### config.mk
export PLATFORM = sky130hd
export DESIGN_NAME = tcw_front
export DESIGN_NICKNAME = d
export VERILOG_FILES = /design/src/design/tcw_pkg.sv /design/src/design/tcw_front.sv
export SDC_FILE = /design/constraint.sdc
export NUM_CORES = 1
export LEC_CHECK = 0
export BUFFER_PORTS_ARGS = -buffer_cell sky130_fd_sc_hd__buf_2
export CAP_MARGIN = 20
export CORE_AREA = 2 2 39 41
export DETAILED_ROUTE_END_ITERATION = 10
export DIE_AREA = 0 0 41 43
export PLACE_DENSITY = 0.63
export SETUP_SLACK_MARGIN = 0.05
export SLEW_MARGIN = 15
export SYNTH_ARGS = -nofsm -noshare
export SYNTH_HDL_FRONTEND = slang
export SYNTH_SLANG_ARGS = --single-unit
### constraint.sdc
create_clock -name vclk -period 0.8
set_input_delay 0.04 -clock vclk [all_inputs]
set_output_delay 0.04 -clock vclk [all_outputs]
set_load 0.03 [all_outputs]
### src/design/tcw_pkg.sv
// ---------------------------------------------------------------------------
// tcw_pkg
// Shared types and constants for the text console writer: the payload
// structs of both channels, the command passed from front to back, and the
// character codes that the console interprets.
// ---------------------------------------------------------------------------
package tcw_pkg;

  typedef struct packed {
    logic        mode;
    logic [7:0]  char_code;
    logic [10:0] cell_index;
  } in_item_t;

  typedef struct packed {
    logic [10:0] cursor_linear;
    logic [6:0]  cursor_column;
    logic [4:0]  cursor_row;
    logic [15:0] cell_data;
  } out_item_t;

  localparam logic       MODE_PUT     = 1'b0;
  localparam logic       MODE_READ    = 1'b1;

  localparam logic [7:0] CH_BACKSPACE = 8'h08;
  localparam logic [7:0] CH_TAB       = 8'h09;
  localparam logic [7:0] CH_LF        = 8'h0A;
  localparam logic [7:0] CH_CR        = 8'h0D;
  localparam logic [7:0] CH_SPACE     = 8'h20;
  localparam logic [7:0] ATTR_RESET   = 8'h0F;

  typedef enum logic [2:0] {
    CMD_PRINT,
    CMD_BACKSPACE,
    CMD_TAB,
    CMD_CR,
    CMD_LF,
    CMD_IGNORE,
    CMD_READ,
    CMD_READ_OOR
  } cmd_kind_t;

  typedef struct packed {
    cmd_kind_t   kind;
    logic [7:0]  char_code;
    logic [10:0] cell_index;
  } cmd_t;

  // Status from the queue and back end, seen by the front end
  typedef struct packed {
    logic queue_full;
    logic clearing;
  } front_ctl_t;

  // Queue head as seen by the back end
  typedef struct packed {
    logic empty;
    cmd_t head;
  } queue_stat_t;

endpackage

### src/design/tcw_front.sv
// ---------------------------------------------------------------------------
// tcw_front
// Accepts input items and classifies each into a console command.
// ---------------------------------------------------------------------------
module tcw_front #(
  parameter int COLUMNS = 80,
  parameter int ROWS    = 25
) (
  input  logic                 in_valid,
  output logic                 in_stall,
  input  tcw_pkg::in_item_t    in_item,
  input  tcw_pkg::front_ctl_t  ctl,
  output logic                 push,
  output tcw_pkg::cmd_t        push_cmd
);
  import tcw_pkg::*;

  localparam int CELLS = COLUMNS * ROWS;

  cmd_kind_t kind;

  // hold off while the screen is being cleared or the queue is full
  assign in_stall = ctl.queue_full | ctl.clearing;
  assign push     = in_valid & ~in_stall;

  always_comb begin
    if (in_item.mode == MODE_READ) begin
      kind = (32'(in_item.cell_index) < CELLS) ? CMD_READ : CMD_READ_OOR;
    end else begin
      priority if (in_item.char_code == CH_BACKSPACE) kind = CMD_BACKSPACE;
      else if (in_item.char_code == CH_TAB)           kind = CMD_TAB;
      else if (in_item.char_code == CH_CR)            kind = CMD_CR;
      else if (in_item.char_code == CH_LF)            kind = CMD_LF;
      else if (in_item.char_code >= CH_SPACE)         kind = CMD_PRINT;
      else                                            kind = CMD_IGNORE;
    end
  end

  assign push_cmd.kind       = kind;
  assign push_cmd.char_code  = in_item.char_code;
  assign push_cmd.cell_index = in_item.cell_index;

endmodule

Word level (Yosys, flattened, before mapping)
Cells that the tools add are included.
W data, S select, Z words.
{ "word_totals": {"output_inout_bits": 24, "mem_bits_rw": 0, "wordCells": 16, "memories": 0, "mem_bits_ro": 0, "register_bits": 0, "inputBits": 23, "latch_bits": 0} }
{ "op_classes": {"shifts": 0, "n_mux": 7, "reduce_logical": 0, "div": 0, "n_eq_ne": 4, "mul": 0, "n_lt_le_gt_ge": 2, "bitwise_logic": 3, "add_sub_neg": 0} }
{ "op_table": {"columns": ["op", "count"], "rows": [
  ["$eq A8 B4 Y1 const B", 4],
  ["$mux W3", 6],
  ["$lt A11 B11 Y1 const B", 1],
  ["$ge A8 B6 Y1 const B", 1],
  ["$and A1 B1 Y1", 1],
  ["$mux W1", 1],
  ["$not A1 Y1", 1],
  ["$or A1 B1 Y1", 1]
]} }

Depth between registers and ports, before layout
{ "logic_depth": {"word_depth": 7, "ltp_mapped": 3, "ltp_nobuf": 3} }

Worst setup path after synthesis
OpenSTA, ideal clock, no wires.
{ "synth_path": {"kind": "input-to-output", "startpoint": "in ctl[0] (netlist name)", "endpoint": "out push", "t_arrival_ps": 858, "path_slack_ps": -98, "path_buffers": 0, "cell_stages": 2, "t_required_ps": 760, "cell_sequence": "or2_2 > nor2_1"} }
{ "synth_between": {"elab_chain_len": 3} }
{ "synth_rtl": {"columns": ["element", "line", "text"], "rows": [
  ["start: declaration", "tcw_front.sv:12", "input tcw_pkg::front_ctl_t ctl,"],
  ["$or A1 B1 Y1", "tcw_front.sv:23", "assign in_stall = ctl.queue_full | ctl.clearing;"],
  ["$not A1 Y1", "tcw_front.sv:24", "assign push = in_valid & ~in_stall;"],
  ["$and A1 B1 Y1", "tcw_front.sv:24", null],
  ["end: declaration", "tcw_front.sv:13", "output logic push,"]
]} }
Every way passes these cells.

==> impl_metrics.env <==
export IMPL_layout_cells_non_filler=72
export IMPL_ys_seq_area_frac=0
export IMPL_antenna_left=0
export IMPL_area_growth_pct=62.32
export IMPL_max_slew_worst_pin_slew_ns=0.2850
export IMPL_violations="negative setup slack"
export IMPL_place_gp_congestion=0.6270
export IMPL_combinationalPowerShare=1.000
export IMPL_grt_util_met3=0
export IMPL_num_antenna_cells=0
export IMPL_hold_start="in_item[2]"
export IMPL_power_switching_w=0.0001781
export IMPL_critical_path_class="in2out"
export IMPL_avgSynthCellArea_um2=7.618
export IMPL_drc_errors=0
export IMPL_fin_area_um2=420.4
export IMPL_first_global_vias=246
export IMPL_arrival_ns=0.78
export IMPL_postSynthCellCount=34
export IMPL_dp_cells=72
export IMPL_synth_cell_types=14
export IMPL_dieArea_mm2=0.001763
export IMPL_dpl_instance_area_um2=355.3
export IMPL_slew_violations=0
export IMPL_swShare=0.5852
export IMPL_fmax_ghz=1.214
export IMPL_drt_vias_per_instance=4.056
export IMPL_cap_violations=0
export IMPL_min_to="push_cmd[2]"
export IMPL_outcome="complete, but fails checks"
export IMPL_layout_drive_gt1_share=0.8750
export IMPL_path_max_fanout=2
export IMPL_rsz0062_at_grt="true"
export IMPL_synthMostInstantiatedCell="buf_4"
export IMPL_holdPathStages=0
export IMPL_wire_per_inst_um=9.042
export IMPL_clockBufferCount=0
export IMPL_leakage_nw=0.2298
export IMPL_internal_power_w=0.0001262
export IMPL_hp_class="in2out"
export IMPL_die_w_um=41
export IMPL_fin_ws_ns=-0.02362
export IMPL_grt_use_met1=0.06646
export IMPL_ff_latch_area_um2=0
export IMPL_start_kind="primary input"
export IMPL_fp_dieH_um=43
export IMPL_seqPwrFrac=0
export IMPL_maxSlewHeadroom=0.8079
export IMPL_grt_max_degree=5
export IMPL_synth_top_area_frac=0.5507
export IMPL_syn_nets=57
export IMPL_grt_pass1_wl_um=862
export IMPL_track_usage=0.06494
export IMPL_hold_viol=0
export IMPL_gr_total_overflow=0
export IMPL_ys_top_cells_by_count="buf_4 (19), inv_1 (3)"
export IMPL_clkPwrFrac=0
export IMPL_multi_input_area_um2=122.6
export IMPL_io_buffer_count=39
export IMPL_required_ns=0.76
export IMPL_dp_hpwl_um=567.1
export IMPL_postCtsSetupBuffers=0
export IMPL_dr_first_iter_drc_count=1
export IMPL_busiest_layer="met2"
export IMPL_min_period_over_period=1.030
export IMPL_nFillCells=154
export IMPL_synth_area_leaders="buf_4 (55%), nor3_4 (6.3%), o41ai_2 (6.3%)"
export IMPL_ir_drop_mv=0.1550
export IMPL_via_count=292
export IMPL_core_area_mm2=0.001384
export IMPL_drt_wl_total_um=651
export IMPL_ios=47
export IMPL_syn_area_um2=259.0
export IMPL_holdBufCountCts=0
export IMPL_dr_pass1_iters=3
export IMPL_seq_cell_count=0
export IMPL_end_kind="primary output"
export IMPL_synth_warnings=0
export IMPL_antenna_found_initial=0
export IMPL_initial_core_util=0.1872
export IMPL_final_nets=81
export IMPL_rows=14
export IMPL_grt_use_met2=0.1375
export IMPL_p_per_area_mw_per_mm2=723.9
export IMPL_yosysTopAreaCell="buf_4"
export IMPL_setup_violations=1
export IMPL_fin_crit_ns=0.8236
## layer usage
metal | up-vias | share of wire
met2 | 25 | 0.53
met1 | 125 | 0.37
met5 | - | 0
met4 | 0 | 0
met3 | 0 | 0.10
li1 | 142 | -
## area by class of cell
| type | instances | share of cell area |
|---|---|---|
| tap | 16 | 0.04762 |
| timing repair buffer | 41 | 0.6339 |
| multi-input combinational | 12 | 0.2917 |
| inverter | 3 | 0.02679 |
## cell families (layout without fill, tap and decap cells)
kind of cell / count (synthesis) / in the layout / share of synthesized area
buffers and inverters: 22 / 44 / 0.5942
AOI/OAI and AO/OA: 6 / 6 / 0.1981
and+or+nand+nor: 5 / 5 / 0.1739
xor gates and xnor gates: 1 / 1 / 0.03382
## worst max path at each step
stage / startpoint / depth (start not counted) / slack [ns] / to
after floorplan: ctl[0] / 2 / 0.03 / push
after global placement: in_item[18] / 5 / -0.09 / push_cmd[19]
after detailed placement: in_item[18] / 5 / -0.08 / push_cmd[19]
after CTS: in_item[14] / 5 / -0.04 / push_cmd[19]
after global routing: in_item[11] / 5 / -0.09 / push_cmd[19]
final: in_item[11] / 5 / -0.02 / push_cmd[19]
## placed cells by master (no fill, tap or decap), types with 2 or more instances in the layout
cell / instances
buf_2: 30
buf_6: 7
inv_1: 2
buf_4: 3
## worst max-delay path, stage by stage
cell,delay (ns)
buf_2,0.11
xnor2_1,0.12
o41ai_2,0.24
o22ai_2,0.12
buf_6,0.15
## power groups by stage
stage | Clock, W | Combinational [W] | Sequential [W]
after global placement | 0 | 0.000265 | 0
after global routing | 0 | 0.000321 | 0
after detailed placement | 0 | 0.000268 | 0
after floorplan | 0 | 0.000239 | 0
final | 0 | 0.000304 | 0
after CTS | 0 | 0.000292 | 0
## repair_timing
action	CTS	global route
gates cloned	0	0
resized for setup	14	8
pin swaps	3	1
setup endpoints to repair	3	4
hold endpoints to repair	0	0
## stage by stage
stage	hold slack (ns)	power (W)	setup TNS, ns	setup slack, ns	util
after CTS	0.08020	0.0002924	-0.04230	-0.04230	0.2866
final	0.08001	0.0003043	-0.02362	-0.02362	0.3038
after global placement	0.08020	0.0002652	-0.1302	-0.08739	0.2568
after floorplan	0.2019	0.0002387	0	0.03434	-
after detailed placement	0.08020	0.0002681	-0.1341	-0.08064	0.2568
after global routing	0.08005	0.0003207	-0.09351	-0.09351	0.3038
(Power assumes the default switching activity.)
