$ cat config.mk
export PLATFORM = sky130hd
export DESIGN_NAME = tcw_queue
export DESIGN_NICKNAME = d
export VERILOG_FILES = /design/src/design/tcw_pkg.sv /design/src/design/tcw_queue.sv
export SDC_FILE = /design/constraint.sdc
export NUM_CORES = 1
export LEC_CHECK = 0
export ABC_AREA = 1
export BUFFER_PORTS_ARGS = -buffer_cell sky130_fd_sc_hd__buf_2
export CAP_MARGIN = 20
export CORE_MARGIN = 1
export CORE_UTILIZATION = 42
export DETAILED_ROUTE_END_ITERATION = 8
export PLACE_DENSITY = 0.71
export SLEW_MARGIN = 25
export SYNTH_ARGS = -nofsm -noshare
export SYNTH_HDL_FRONTEND = slang
export SYNTH_SLANG_ARGS = --single-unit
export TNS_END_PERCENT = 50
$ cat constraint.sdc
create_clock -name clk -period 2.3 [get_ports clk]
set_clock_uncertainty 0.15 [all_clocks]
set_input_delay 0.23 -clock clk [delete_from_list [all_inputs] [get_ports clk]]
set_output_delay 0.23 -clock clk [all_outputs]
set_load 0.02 [all_outputs]
$ cat src/design/tcw_pkg.sv
// ---------------------------------------------------------------------------
// tcw_pkg
// Shared types and constants for the text console writer: the payload
// structs of both channels, the command passed from front to back, and the
// character codes that the console interprets.
// ---------------------------------------------------------------------------
package tcw_pkg;

  typedef struct packed {
    logic        mode;
    logic [7:0]  char_code;
    logic [10:0] cell_index;
  } in_item_t;

  typedef struct packed {
    logic [10:0] cursor_linear;
    logic [6:0]  cursor_column;
    logic [4:0]  cursor_row;
    logic [15:0] cell_data;
  } out_item_t;

  localparam logic       MODE_PUT     = 1'b0;
  localparam logic       MODE_READ    = 1'b1;

  localparam logic [7:0] CH_BACKSPACE = 8'h08;
  localparam logic [7:0] CH_TAB       = 8'h09;
  localparam logic [7:0] CH_LF        = 8'h0A;
  localparam logic [7:0] CH_CR        = 8'h0D;
  localparam logic [7:0] CH_SPACE     = 8'h20;
  localparam logic [7:0] ATTR_RESET   = 8'h0F;

  typedef enum logic [2:0] {
    CMD_PRINT,
    CMD_BACKSPACE,
    CMD_TAB,
    CMD_CR,
    CMD_LF,
    CMD_IGNORE,
    CMD_READ,
    CMD_READ_OOR
  } cmd_kind_t;

  typedef struct packed {
    cmd_kind_t   kind;
    logic [7:0]  char_code;
    logic [10:0] cell_index;
  } cmd_t;

  // Status from the queue and back end, seen by the front end
  typedef struct packed {
    logic queue_full;
    logic clearing;
  } front_ctl_t;

  // Queue head as seen by the back end
  typedef struct packed {
    logic empty;
    cmd_t head;
  } queue_stat_t;

endpackage

$ cat src/design/tcw_queue.sv
// ---------------------------------------------------------------------------
// tcw_queue
// Two-entry command queue between the front and back ends.
// ---------------------------------------------------------------------------
module tcw_queue (
  input  logic                  clk,
  input  logic                  rst_n,
  input  logic                  push,
  input  tcw_pkg::cmd_t         push_cmd,
  input  logic                  pop,
  output logic                  full,
  output tcw_pkg::queue_stat_t  stat
);
  import tcw_pkg::*;

  cmd_t       entry_r [2];
  logic       wr_ptr_r, wr_ptr_nxt;
  logic       rd_ptr_r, rd_ptr_nxt;
  logic [1:0] count_r, count_nxt;

  assign full       = (count_r == 2'd2);
  assign stat.empty = (count_r == 2'd0);
  assign stat.head  = entry_r[rd_ptr_r];

  always_comb begin
    wr_ptr_nxt = push ? ~wr_ptr_r : wr_ptr_r;
    rd_ptr_nxt = pop  ? ~rd_ptr_r : rd_ptr_r;
    count_nxt  = count_r + 2'(push) - 2'(pop);
  end

  always_ff @(posedge clk) begin
    if (!rst_n) begin
      wr_ptr_r <= 1'b0;
      rd_ptr_r <= 1'b0;
      count_r  <= 2'd0;
    end else begin
      wr_ptr_r <= wr_ptr_nxt;
      rd_ptr_r <= rd_ptr_nxt;
      count_r  <= count_nxt;
    end
  end

  always_ff @(posedge clk) begin
    if (push) begin
      entry_r[wr_ptr_r] <= push_cmd;
    end
  end

endmodule

---- Yosys cells after proc, flatten, opt, wreduce, memory -nomap -nowiden ----
Memories as Yosys holds them, arrays and structs flattened. A register that Yosys moved wholly into a read port is not among the register bits.
Index checks and enable logic that the tools add are counted.
word-level totals
  bits in registers ....................... 4
  bits in writable memories ............... 44
  input port bits ......................... 26
  output and inout port bits .............. 24
  logic and storage cells ................. 14
  memories kept ........................... 1
operators by class
  add/sub/neg operators ................... 2
  equality and inequality tests ........... 1
  mux-type cells .......................... 4
  bitwise operators ....................... 2
  reductions and logical operators ........ 1
memories
  name     words  bits a word  read ports  clocked after Yosys merged registers in  write ports  line             RTL
  entry_r  2      22           1           1                                        1            tcw_queue.sv:16  cmd_t entry_r [2];
operators by type and width
  kind                  count
  $mux W1               4
  $add A2 B1 Y2         1
  $eq A2 B2 Y1 const B  1
  $logic_not A2 Y1      1
  $not A1 Y1            2
  $sub A2 B1 Y2         1

---- Longest topological paths before layout ----
Gate-level depths: netlist of run 1.
  depth in word-level cells ............... 3
  depth in mapped cells ................... 9
  depth with buffers taken out ............ 9

---- Least setup slack after synthesis of run 1 ----
No wires, ideal clock.
  kind .................................... reg2reg
  start ................................... register wr_ptr_r
  end ..................................... memory entry_r[0][0] (netlist name) (enable)
  library setup time ...................... 0.401 ns
  arrival time ............................ 1.265 ns
  required time ........................... 1.749 ns
  slack ................................... 0.484 ns
  stages on the path, launching flop included .. 2
  path buffers ............................ 0
  period minus slack after synthesis ...... 1.816 ns
  cells stage by stage .................... dfxtp_1 > nor2_1
RTL lines
  element                 line             RTL
  start, declared         tcw_queue.sv:17  logic wr_ptr_r, wr_ptr_nxt;
  start signal, assigned  tcw_queue.sv:37  wr_ptr_r <= wr_ptr_nxt;
  end, declared           tcw_queue.sv:16
No word-level cell before the write port.

==> results of run 1 <==
power breakdown:
group | leakage (nW) | internal (mW) | switching, mW
Combinational | 0.487 | 0.123 | 0.147
Sequential | 0.455 | 1.02 | 0.0154
Clock | 0.0439 | 0.210 | 0.270
area by class of cell:
cell class,instances,area [sq um],area share (%)
Clock buffer,5,68.8,2.81
Clock inverter,3,17.5,0.715
Inverter,7,26.3,1.07
Multi-Input combinational cell,43,349,14.3
Sequential cell,49,1420,58.0
Tap cell,50,62.6,2.55
Timing Repair Buffer,76,503,20.5
metrics by stage:
step	instance area [sq um]	hold WS (ns)
floorplan	1820	0.173
global placement	2140	0.271
detailed placement	2140	0.275
CTS	2450	0.0267
global route	2450	0.0522
finish	2450	0.0425
cells in the final DEF, fill, tap and decap left out:
master,n
a21oi_1,1
buf_2,49
buf_4,5
clkbuf_8,5
clkinv_2,2
clkinvlp_4,1
dfxtp_1,5
dlygate4sd3_1,22
edfxtp_1,44
ha_1,2
inv_1,7
mux2_2,22
nand2_1,8
nand3_1,1
nor2_1,8
nor2_2,1
kinds of logic after synthesis:
family	Yosys count	synth area share (%)
AOI/OAI and AO/OA	1	0.275
adders and majority gates	2	1.38
buffers and inverters	9	2.69
DFF	49	78.2
and+or+nand+nor	18	3.79
muxes	22	13.6
registers in the layout, indices dropped and copies added (netlist names), named ones only:
register,flops
count_r,2
entry_r,44
rd_ptr_r,1
wr_ptr_r,1
worst max-delay path, stage by stage, from the launching register on:
cell     delay [ns]
dfxtp_1        0.33
buf_4          0.20
mux2_2         0.37
buf_2          0.16
worst min path at each step:
stage / to / cells after the start / slack [ns]
finish: count_r[0]$_SDFF_PN0_ / 3 / 0.04
global route: count_r[0]$_SDFF_PN0_ / 3 / 0.05
CTS: count_r[0]$_SDFF_PN0_ / 3 / 0.03
detailed placement: entry_r[1][19]$_DFFE_PP_ / 1 / 0.27
global placement: entry_r[0][7]$_DFFE_PP_ / 1 / 0.27
floorplan: count_r[0]$_SDFF_PN0_ / 2 / 0.17
Yosys cell counts (all sizes together):
| master | number |
|---|---|
| nand3 | 1 |
| edfxtp | 44 |
| a21oi | 1 |
| nor2 | 9 |
| inv | 7 |
| mux2 | 22 |
| dfxtp | 5 |
| buf | 2 |
| nand2 | 8 |
| ha | 2 |
routing by layer:
| layer | vias to the layer above | wire length [um] | track usage [%] |
|---|---|---|---|
| met1 | 537 | 1380 | 17.3 |
| met5 | - | 0 | 0 |
| li1 | 532 | - | - |
| met2 | 30 | 1700 | 27.8 |
| met4 | 0 | 41 | 7.03 |
| met3 | 6 | 134 | 5.07 |
==> results.sh, run 1 <==
export IMPL_max_freq_ghz=0.575
export IMPL_seq_area_frac_synth_pct=78.2
export IMPL_final_max_slew_viol_count=0
export IMPL_die_w_um=67.8
export IMPL_path_class="reg2out"
export IMPL_ctsHtreeMaxLevel=2
export IMPL_grt_usage_pct=15.8
export IMPL_fin_crit_sh_pct=75.6
export IMPL_floorplan_initialDensity_pct=44.5
export IMPL_pre_cts_ws_ns=0.754
export IMPL_drt_initial_drc_count=74
export IMPL_postCtsSetupRepairBufs=0
export IMPL_cts_root_buf="clkbuf_8"
export IMPL_r2r_end="entry_r[1][7]$_DFFE_PP_"
export IMPL_cellLeakagePower_nw=0.986
export IMPL_grt_pass1_wl_mm=4.95
export IMPL_cts_max_path_buffers=2
export IMPL_port_buffers=49
export IMPL_cts_made_buffers=5
export IMPL_min_path_type="in2reg"
export IMPL_rsz0062_at_grt="false"
export IMPL_dieArea_sq_um=4590
export IMPL_drive_gt1_share_pct=46.4
export IMPL_die_y_um=67.8
export IMPL_cp_start_kind="flip-flop"
export IMPL_fin_nets=210
export IMPL_slew_headroom_pct=71.1
export IMPL_grt_pass1_vias=1078
export IMPL_drt_pass1_iterations=4
export IMPL_rows=23
export IMPL_power_total_mw=1.79
export IMPL_drv_cap=0
export IMPL_synthesis_area_sq_um=1820
export IMPL_dp_cells=203
export IMPL_antenna_left=0
export IMPL_ys_types=10
export IMPL_period_minus_slack_ns=1.74
export IMPL_vias=1105
export IMPL_antenna_found_initial=0
export IMPL_cellPowerDensity_nw_per_um2=731
export IMPL_synth_top_area_cell="edfxtp_1"
export IMPL_cp_arrival_ns=1.36
export IMPL_syn_nets=129
export IMPL_cts_resized=0
export IMPL_fin_setup_tns_ns=0
export IMPL_crit_path_end="stat[20]"
export IMPL_clock_sinks=49
export IMPL_status="finished, final reports clean"
export IMPL_ir_worst_vdd_mv=0.400
export IMPL_r2r_start="wr_ptr_r$_SDFFE_PN0P_"
export IMPL_ioPinCount=50
export IMPL_synth_cells=101
export IMPL_detail_route_wl_per_cell_um=14.0
export IMPL_ff2ff_path_depth=3
export IMPL_ys_seq_elements=49
export IMPL_area_growth_pct=34.8
export IMPL_final_util_pct=59.9
export IMPL_hp_start="rst_n"
export IMPL_avgSynthCellArea_sq_um=18.0
export IMPL_grt_overflow=0
export IMPL_tightest_slew_ns=0.432
export IMPL_nFillCells=325
export IMPL_n_antenna_cell=0
export IMPL_worstPathMaxFanout=12
export IMPL_path_clk_slew_ns=0.08
export IMPL_hold_viol_final=0
export IMPL_drc_errors=0
export IMPL_hpwlAfterDp_mm=2.29
export IMPL_grt_start_max_net_pins=16
export IMPL_core_sq_um=4090
export IMPL_avgViaCountPerCell=4.74
export IMPL_setup_violations_final=0
export IMPL_end_kind="primary output"
export IMPL_gp_congestion=0.674
export IMPL_synth_area_leaders="edfxtp_1, mux2_2, dfxtp_1, nor2_1, nand2_1"
export IMPL_finalWorstSetupSlack_ns=0.561
export IMPL_clock_latency_ns=0.30
export IMPL_critPathRequiredTime_ns=1.92
export IMPL_stdcell_count=233
export IMPL_wl_mm=3.26
export IMPL_cts_tree="built"
export IMPL_synth_top_area_share_pct=72.7
export IMPL_ys_warnings_count=0
export IMPL_rrSetupSlack_ns=0.77
export IMPL_cts_hold_buf=22
Note: power is estimated with default switching activity, not from simulation.
==> run 2: changes to the inputs <==
==> constraint.sdc (replaced) <==
create_clock -name clk -period 1.6 [get_ports clk]
set_clock_uncertainty 0.15 [all_clocks]
set_input_delay 0.16 -clock clk [delete_from_list [all_inputs] [get_ports clk]]
set_output_delay 0.16 -clock clk [all_outputs]
set_load 0.02 [all_outputs]
==> results.sh, run 2 (synthesized netlist as in run 1, its figures left out) <==
export IMPL_hold_depth=4
export IMPL_drv_cap=0
export IMPL_dieArea_sq_um=4590
export IMPL_regArea_sq_um=1430
export IMPL_rsz0062_at_grt="true"
export IMPL_path_clk_slew_ns=0.08
export IMPL_max_stage_delay_ns=0.41
export IMPL_area_growth_pct=52.8
export IMPL_path_cells="clkbuf_16 > mux2_4 > buf_6"
export IMPL_crit_slowest_cell="dfxtp_4"
export IMPL_core_sq_um=4090
export IMPL_multi_input_area_sq_um=432
export IMPL_grt_usage_pct=16.0
export IMPL_drc_errors=0
export IMPL_final_cell_mix="edfxtp_1, buf_2, dlygate4sd3_1, mux2_4, buf_6"
export IMPL_clock_latency_ns=0.29
export IMPL_rows=23
export IMPL_vias=1112
export IMPL_ff2ff_path_depth=9
export IMPL_hp_start="pop"
export IMPL_fin_crit_sh_pct=101
export IMPL_wl_mm=3.73
export IMPL_grt_start_max_net_pins=15
export IMPL_placed_area_sq_um=2150
export IMPL_final_common_cell="edfxtp_1"
export IMPL_cellLeakagePower_nw=1.16
export IMPL_grt_pass1_wl_mm=5.03
export IMPL_fin_nets=215
export IMPL_detail_route_wl_per_cell_um=15.7
export IMPL_hold_viol_final=0
export IMPL_max_freq_ghz=0.620
export IMPL_path_class="reg2out"
export IMPL_grt_overflow=0
export IMPL_clock_sinks=49
export IMPL_nFillCells=295
export IMPL_cp_arrival_ns=1.30
export IMPL_ctsHtreeMaxLevel=2
export IMPL_fin_hold_ws_ns=0.0124
export IMPL_reg_top3="entry_r x44, count_r x2"
export IMPL_gp_congestion=0.645
export IMPL_antenna_left=0
export IMPL_min_path_type="in2reg"
export IMPL_cts_made_buffers=5
export IMPL_grt_pass1_vias=1122
export IMPL_worstPathMaxFanout=5
export IMPL_cts_root_buf="clkbuf_8"
export IMPL_largest_register="entry_r"
export IMPL_finalInstanceArea_sq_um=2780
export IMPL_ir_worst_vdd_mv=0.773
export IMPL_antenna_found_initial=0
export IMPL_setup_violations_final=13
export IMPL_drt_initial_drc_count=38
export IMPL_period_minus_slack_ns=1.61
export IMPL_ioPinCount=50
export IMPL_status="finished, violations left"
export IMPL_floorplan_initialDensity_pct=44.5
export IMPL_drive_gt1_share_pct=46.3
export IMPL_tightest_slew_ns=0.214
export IMPL_die_w_um=67.8
export IMPL_end_kind="primary output"
export IMPL_failed_checks="negative setup slack"
export IMPL_r2r_start="count_r[0]$_SDFF_PN0_"
export IMPL_slew_headroom_pct=85.7
export IMPL_postCtsSetupRepairBufs=0
export IMPL_die_y_um=67.8
export IMPL_cts_tree="built"
export IMPL_drt_pass1_iterations=4
export IMPL_crit_cells=3
export IMPL_crit_family="flip-flops"
export IMPL_port_buffers=49
export IMPL_largest_register_ffs=44
export IMPL_fin_setup_tns_ns=-0.0800
export IMPL_n_antenna_cell=0
export IMPL_cp_start_kind="flip-flop"
export IMPL_cts_max_path_buffers=2
export IMPL_final_max_slew_viol_count=0
export IMPL_critPathRequiredTime_ns=1.29
export IMPL_avgViaCountPerCell=4.67
export IMPL_hpwlAfterDp_mm=2.24
export IMPL_cellPowerDensity_nw_per_um2=1030
export IMPL_path_buf_inv=2
export IMPL_finalWorstSetupSlack_ns=-0.0135
[run 2: final timing paths]
path                           endpoint  slack [ns]
hold / removal                flip-flop        0.01
setup / recovery                stat[7]       -0.01
hold reg to reg   rd_ptr_r$_SDFFE_PN0P_        0.35
setup reg to reg  count_r[1]$_SDFF_PN0_        0.09
[run 2: metrics by stage]
| step | instances | worst slack, ns | utilization [%] | total power, mW |
|---|---|---|---|---|
| floorplan | 101 | 0.137 | - | 1.74 |
| global placement | 204 | 0.236 | 52.6 | 1.85 |
| detailed placement | 204 | 0.110 | 52.6 | 1.88 |
| CTS | 237 | -0.0446 | 62.1 | 2.76 |
| global route | 238 | -0.0544 | 67.9 | 2.97 |
| finish | 238 | -0.0135 | 67.9 | 2.86 |
[run 2: cell type report]
type	instances	area share, %
Timing Repair Buffer	81	26.1
Clock inverter	2	1.22
Multi-Input combinational cell	43	15.6
Inverter	7	0.947
Clock buffer	6	2.61
Sequential cell	49	51.4
Tap cell	50	2.25
[run 2: tightest hold or removal path: stages]
cell,delay [ns]
buf_2,0.10
nand2_1,0.05
nand2_1,0.07
nor2_1,0.04
[run 2: layer usage]
metal / global-route usage (%) / up-vias / routed length, um
met5: 0 / - / 0
met2: 30.2 / 25 / 2230
li1: - / 540 / -
met4: 4.95 / 0 / 29
met3: 5.07 / 4 / 120
met1: 16.6 / 543 / 1350
[run 2: where the power goes]
part           total (mW)  internal, mW  switching, mW
Combinational       0.526         0.287          0.239
Clock               0.832         0.461          0.371
Sequential           1.50          1.47         0.0290
Total                2.86          2.22          0.638
[run 2: repair_timing]
item | in CTS | in global routing
gates cloned | 1 | 1
resized for setup | 12 | 63
hold buffers | 24 | 0
endpoints found under the setup margin | 22 | 22
hold endpoints to repair | 48 | 0
